**config.mk**
```make
export PLATFORM = sky130hd
export DESIGN_NAME = rsvg_rotate
export DESIGN_NICKNAME = d
export VERILOG_FILES = /design/src/hdl/rsvg_pkg.sv /design/src/hdl/rsvg_rotate.sv
export SDC_FILE = /design/constraint.sdc
export NUM_CORES = 2
export LEC_CHECK = 0
export BUFFER_PORTS_ARGS = -buffer_cell sky130_fd_sc_hd__buf_4
export CAP_MARGIN = 20
export CORE_ASPECT_RATIO = 0.8
export CORE_MARGIN = 4
export CORE_UTILIZATION = 35
export CTS_BUF_LIST = sky130_fd_sc_hd__clkbuf_8 sky130_fd_sc_hd__clkbuf_16
export DETAILED_ROUTE_END_ITERATION = 10
export GPL_TIMING_DRIVEN = 1
export PLACE_DENSITY = 0.46
export SYNTH_ARGS = -nofsm -noshare
export SYNTH_HDL_FRONTEND = slang
export SYNTH_SLANG_ARGS = --single-unit
```
**constraint.sdc**
```tcl
create_clock -name clk -period 19.7 [get_ports clk]
set_input_delay 2.955 -clock clk [delete_from_list [all_inputs] [get_ports clk]]
set_output_delay 2.955 -clock clk [all_outputs]
set_load 0.005 [all_outputs]
```
**src/hdl/rsvg_pkg.sv**
```systemverilog
package rsvg_pkg;

    localparam int SLOTS       = 256;
    localparam int ANGLE_STEPS = 360;
    localparam int ENTRIES     = 3 * SLOTS;
    localparam int IDX_W       = $clog2(ENTRIES);

    localparam logic [1:0] MODE_CIRCLE = 2'd0;
    localparam logic [1:0] MODE_RECT   = 2'd1;
    localparam logic [1:0] MODE_TRI    = 2'd2;

    localparam logic [63:0] PI_Q30  = 64'd3373259426;
    localparam logic [63:0] HALF_Q30 = 64'd536870912;

    // 6x corner coordinates and pipeline widths
    localparam int CW = 20;
    localparam int PW = CW + 16;
    localparam int UW = 22;
    localparam logic [23:0] RECIP3 = 24'd11184811;

    typedef logic [14:0] qsin_tab_t [0:90];

    typedef struct packed {
        logic        seen;
        logic [15:0] x;
        logic [15:0] y;
        logic [8:0]  rot;
    } slot_entry_t;

    typedef struct packed {
        logic [1:0]  mode;
        logic [9:0]  bpos;
        logic        tu;
        logic        tv;
        logic [31:0] color;
        logic        last;
        logic [15:0] ox;
        logic [15:0] oy;
    } vert_tag_t;

    typedef struct packed {
        logic                 valid;
        logic signed [CW-1:0] cx;
        logic signed [CW-1:0] cy;
        vert_tag_t            tag;
    } corner_t;

    function automatic qsin_tab_t build_qsin();
        qsin_tab_t   t;
        logic [63:0] x;
        logic [63:0] term;
        logic signed [63:0] sum;
        for (int k = 0; k <= 90; k++)
        begin
            x    = (64'(k) * PI_Q30 + 64'd90) / 64'd180;
            term = x;
            sum  = $signed(x);
            for (int n = 1; n <= 12; n++)
            begin
                term = (term * x) >> 30;
                term = (term * x) >> 30;
                term = term / 64'((2 * n) * (2 * n + 1));
                if ((n % 2) == 1)
                    sum = sum - $signed(term);
                else
                    sum = sum + $signed(term);
            end
            if (sum < 0)
                sum = 0;
            t[k] = 15'(($unsigned(sum) * 64'd16384 + HALF_Q30) >> 30);
        end
        return t;
    endfunction

    localparam qsin_tab_t QSIN = build_qsin();

    function automatic logic signed [15:0] sin_q14(input logic [8:0] ang);
        logic signed [15:0] r;
        if (ang <= 9'd90)
            r = $signed({1'b0, QSIN[ang[6:0]]});
        else if (ang <= 9'd180)
            r = $signed({1'b0, QSIN[7'(9'd180 - ang)]});
        else if (ang <= 9'd270)
            r = -$signed({1'b0, QSIN[7'(ang - 9'd180)]});
        else
            r = -$signed({1'b0, QSIN[7'(9'd360 - ang)]});
        return r;
    endfunction

    function automatic logic signed [15:0] cos_q14(input logic [8:0] ang);
        logic [9:0] a;
        a = {1'b0, ang} + 10'd90;
        if (a >= 10'd360)
            a = a - 10'd360;
        return sin_q14(a[8:0]);
    endfunction

endpackage

```
**src/hdl/rsvg_rotate.sv**
```systemverilog
module rsvg_rotate (
    input  logic                    clk,
    input  logic                    rst_n,
    input  rsvg_pkg::corner_t       corner,
    input  logic signed [15:0]      sin_val,
    input  logic signed [15:0]      cos_val,
    output logic                    adv,
    output logic                    out_valid,
    input  logic                    out_stall,
    output rsvg_pkg::vert_tag_t     out_tag,
    output logic signed [17:0]      out_x,
    output logic signed [17:0]      out_y
);
    import rsvg_pkg::*;

    logic                 v1_reg, v2_reg, v3_reg;
    vert_tag_t            tag1_reg, tag2_reg, tag3_reg;
    logic signed [PW-1:0] xc_reg, ys_reg, xs_reg, yc_reg;
    logic [UW-1:0]        ux_reg, uy_reg;
    logic signed [17:0]   x3_reg, y3_reg;

    logic signed [PW:0]   rx, ry;
    logic signed [PW-15:0] tx, ty;
    logic [UW-1:0]        ux_next, uy_next;
    logic [UW+23:0]       mx, my;
    logic signed [22:0]   vx, vy;

    function automatic logic signed [17:0] sat18(input logic signed [22:0] v);
        if (v > 23'sd131071)
            return 18'sd131071;
        else if (v < -23'sd131072)
            return -18'sd131072;
        else
            return v[17:0];
    endfunction

    assign adv = !v3_reg || !out_stall;

    // floor((r + 49152) / 98304): shift out 32768, then divide by three
    always_comb
    begin
        rx = (PW+1)'(xc_reg) - (PW+1)'(ys_reg) + (PW+1)'(49152);
        ry = (PW+1)'(xs_reg) + (PW+1)'(yc_reg) + (PW+1)'(49152);
        tx = rx[PW:15];
        ty = ry[PW:15];
        ux_next = UW'(tx) + UW'(3 * (1 << 20));
        uy_next = UW'(ty) + UW'(3 * (1 << 20));
        mx = (UW+24)'(ux_reg) * (UW+24)'(RECIP3);
        my = (UW+24)'(uy_reg) * (UW+24)'(RECIP3);
        vx = $signed({2'b00, mx[UW+23:25]}) - 23'sd1048576
             + 23'($signed(tag2_reg.ox));
        vy = $signed({2'b00, my[UW+23:25]}) - 23'sd1048576
             + 23'($signed(tag2_reg.oy));
    end

    always_ff @(posedge clk or negedge rst_n)
    begin
        if (!rst_n)
        begin
            v1_reg <= 1'b0;
            v2_reg <= 1'b0;
            v3_reg <= 1'b0;
        end
        else if (adv)
        begin
            v1_reg <= corner.valid;
            v2_reg <= v1_reg;
            v3_reg <= v2_reg;
        end
    end

    always_ff @(posedge clk)
    begin
        if (adv)
        begin
            xc_reg   <= PW'(corner.cx * cos_val);
            ys_reg   <= PW'(corner.cy * sin_val);
            xs_reg   <= PW'(corner.cx * sin_val);
            yc_reg   <= PW'(corner.cy * cos_val);
            tag1_reg <= corner.tag;
            ux_reg   <= ux_next;
            uy_reg   <= uy_next;
            tag2_reg <= tag1_reg;
            x3_reg   <= sat18(vx);
            y3_reg   <= sat18(vy);
            tag3_reg <= tag2_reg;
        end
    end

    assign out_valid = v3_reg;
    assign out_tag   = tag3_reg;
    assign out_x     = x3_reg;
    assign out_y     = y3_reg;

endmodule

```
==> out/metrics.cfg <==
[floorplan]
row_count=156
die_w_um=541
design.portCount=272
design.die.area_sq_um=235000
die_h_um=434
start_util_pct=35.2
core_area_sq_um=226000

[critical_path]
worst-endpoint-required_ps=20260
slowest_stage=o41ai_4
worst_setup_path_start_kind=flop
worstPathBufferInverterCount=4
critPathKind=flop to flop
worst-path-stages=33
critical_path.max_fanout=17
worstPathArrival_ps=11000
worstSetupEndpointType=flop
critical_path.most_common_cell=fa_1
critical_path.max_stage_delay_ps=960
timing.critical_path.max_delay_family=compound AO/OA/AOI/OAI gates
cell_depth_of_the_worst_flop_to_flop_path=33

[logic_synthesis]
synthesis.yosys.warnings=0
synth_common_cells=inv_1, fa_1, ha_1
yosys_most_used_dff=edfxtp_1
yosys.cell_types.count=82
netlist.top_cell.by_area=fa_1
synth_nets=10300
number_of_register_bits_inferred_by_synthesis=464
ys_top_cells_by_area=fa_1, edfxtp_1, ha_1
number_of_enable_type_register_cells_in_the_synthesized_netlist=461
async_reset_ff_share_pct=0.647
post-synth-top-count-cell=inv_1
syn_avg_cell_area_sq_um=10.3
synth_seq_area_share_pct=17.5
post-synth-top-area-fraction_pct=38.8
netlist_instances=7717
syn-cell-area_sq_um=79400

[routing]
detail_route.wirelength.met1_mm=97.1
num_vias=51600
vias_per_cell=4.75
route.met3.wl_mm=8.87
remaining_drc_errors=0
first_iter_violations=2583
ant_nets=0
route.met2.wl_mm=94.8
drtPass1Iterations=7
routedWlPerCell_um=18.8
routed_wl_mm=204
highest-signal-layer=met4

[grt]
grt_max_degree=66
initial_antenna_violation_count=31
overflow=0
via_count_of_the_first_global_routing_pass=57000
grt_use_total_pct=17.8
grt_pass1_wl_mm=327

[cts]
cts-root-to-sink-buffers=3
maximum_level_of_the_cts_h_tree=2
cts_tree=yes
cts.sink_count=464
tritoncts.num_buffers=58
post_cts.repair.setup_buffers=0
clock_root_buffer=clkbuf_16
worstSkewPairLatency_ps=710
clk_pin_slew_ps=60
cts_hold_buffers=0
resize_count_post_cts=0

[timing]
final_min_period_over_clock_period_pct=53.0
fin_setup_tns_ps=0
post-route-min-period_ps=10440
finalClockSkew_ps=35.3
unrepaired_setup_endpoints_after_global_routing=no
fmax_mhz=95.8
fin_hold_ws_ps=415
setup_violations=0
timing.max_slew.rel_slack_pct=24.8
final_hold_viol_count=0
final_max_slew_viol_count=0
timing_worst_slew_pin_value_ps=1120

[final_layout]
syn2layout_area_growth_pct=8.81
layout.nets=10400
layout-drive-gt1-share_pct=5.27

[worst_hold_path]
min_delay_path_depth=0
hold_class=flop to flop

[job]
maxCapViolCount=0

[status]
status=complete, no violations

[placement]
detailed_place_hpwl_mm=161
portBuffers=271
gp_routability_congestion=0.817

[final timing paths]
check | startpoint | end | slack [ps]
worst max register to register | uy_reg[7] | out_y[12] | 9260
worst min register to register | tag2_reg[39] | out_tag[39] | 410
min in group asynchronous | rst_n | out_valid | 2020
worst min-delay path | tag2_reg[39] | out_tag[39] | 410
worst max-delay path | uy_reg[7] | out_y[12] | 9260
max in group asynchronous | rst_n | v2_reg | 17580
[cell usage in the layout, fill, tap and decap left out, drive strengths merged, types with 23 or more instances in the layout]
| cell | netlist | routed |
|---|---|---|
| and2 | 525 | 525 |
| o21ai | 136 | 136 |
| inv | 1818 | 1829 |
| nand4 | 29 | 29 |
| xnor2 | 200 | 200 |
| fa | 1538 | 1538 |
| nor2b | 36 | 36 |
| xor2 | 65 | 65 |
| a21o | 128 | 128 |
| o21bai | 24 | 24 |
| clkinv | 1 | 27 |
| a31oi | 23 | 23 |
| buf | 6 | 288 |
| nand2b | 88 | 88 |
| edfxtp | 461 | 461 |
| ha | 898 | 898 |
| a21oi | 203 | 203 |
| o21a | 42 | 42 |
| nand3 | 41 | 41 |
| nand2 | 777 | 777 |
| nor2 | 149 | 149 |
| clkbuf | 254 | 59 |
| nor3 | 42 | 42 |
| and3 | 23 | 23 |
[routing by layer]
metal | GRT usage, % | vias to the layer above
li1 | - | 23900
met1 | 25.2 | 26500
met2 | 29.6 | 930
met3 | 2.11 | 179
met4 | 3.23 | 0
met5 | 0 | -
[cell families after synthesis]
| family | Yosys count | synth area share [%] |
|---|---|---|
| fa+ha+maj | 2436 | 52.9 |
| buf+inv | 2079 | 9.84 |
| simple gates | 1769 | 11.0 |
| compound gates | 701 | 5.77 |
| flops | 464 | 17.5 |
| xor+xnor | 265 | 2.92 |
| mux | 3 | 0.0410 |
[cell type report]
class | instances | area (sq um)
well taps | 3002 | 3760
multi-input cells | 5174 | 57700
clock buffers | 59 | 1480
flip-flops and latches | 464 | 13900
inverters | 1819 | 6830
diodes | 4 | 10.0
repair buffers | 288 | 2160
clock inverters | 50 | 569
fillers | 22300 | 139000
[worst register-to-register path, delay by kind of cell (launching register included)]
kind	cells	cell delay (ps)
xor gates and xnor gates	1	180
AOI/OAI and AO/OA	17	4830
DFF	1	460
and+or+nand+nor	2	150
buffers and inverters	4	330
adders and majority gates	9	4350
[metrics by stage]
| step | std cells | setup WS [ps] | util (%) | cell area, sq um |
|---|---|---|---|---|
| 2_1_floorplan | 7717 | 4030 | - | 79400 |
| 3_3_place_gp | 10700 | 9060 | 37.4 | 84300 |
| 3_5_place_dp | 10700 | 9140 | 37.4 | 84300 |
| 4_1_cts | 10900 | 9100 | 38.3 | 86400 |
| 5_1_grt | 10900 | 8470 | 38.3 | 86400 |
| 6_report | 10900 | 9260 | 38.3 | 86400 |
Power is left out: the tool's default activity adds up to more than one toggle a clock period on the data nets, which glitch-free logic cannot reach.
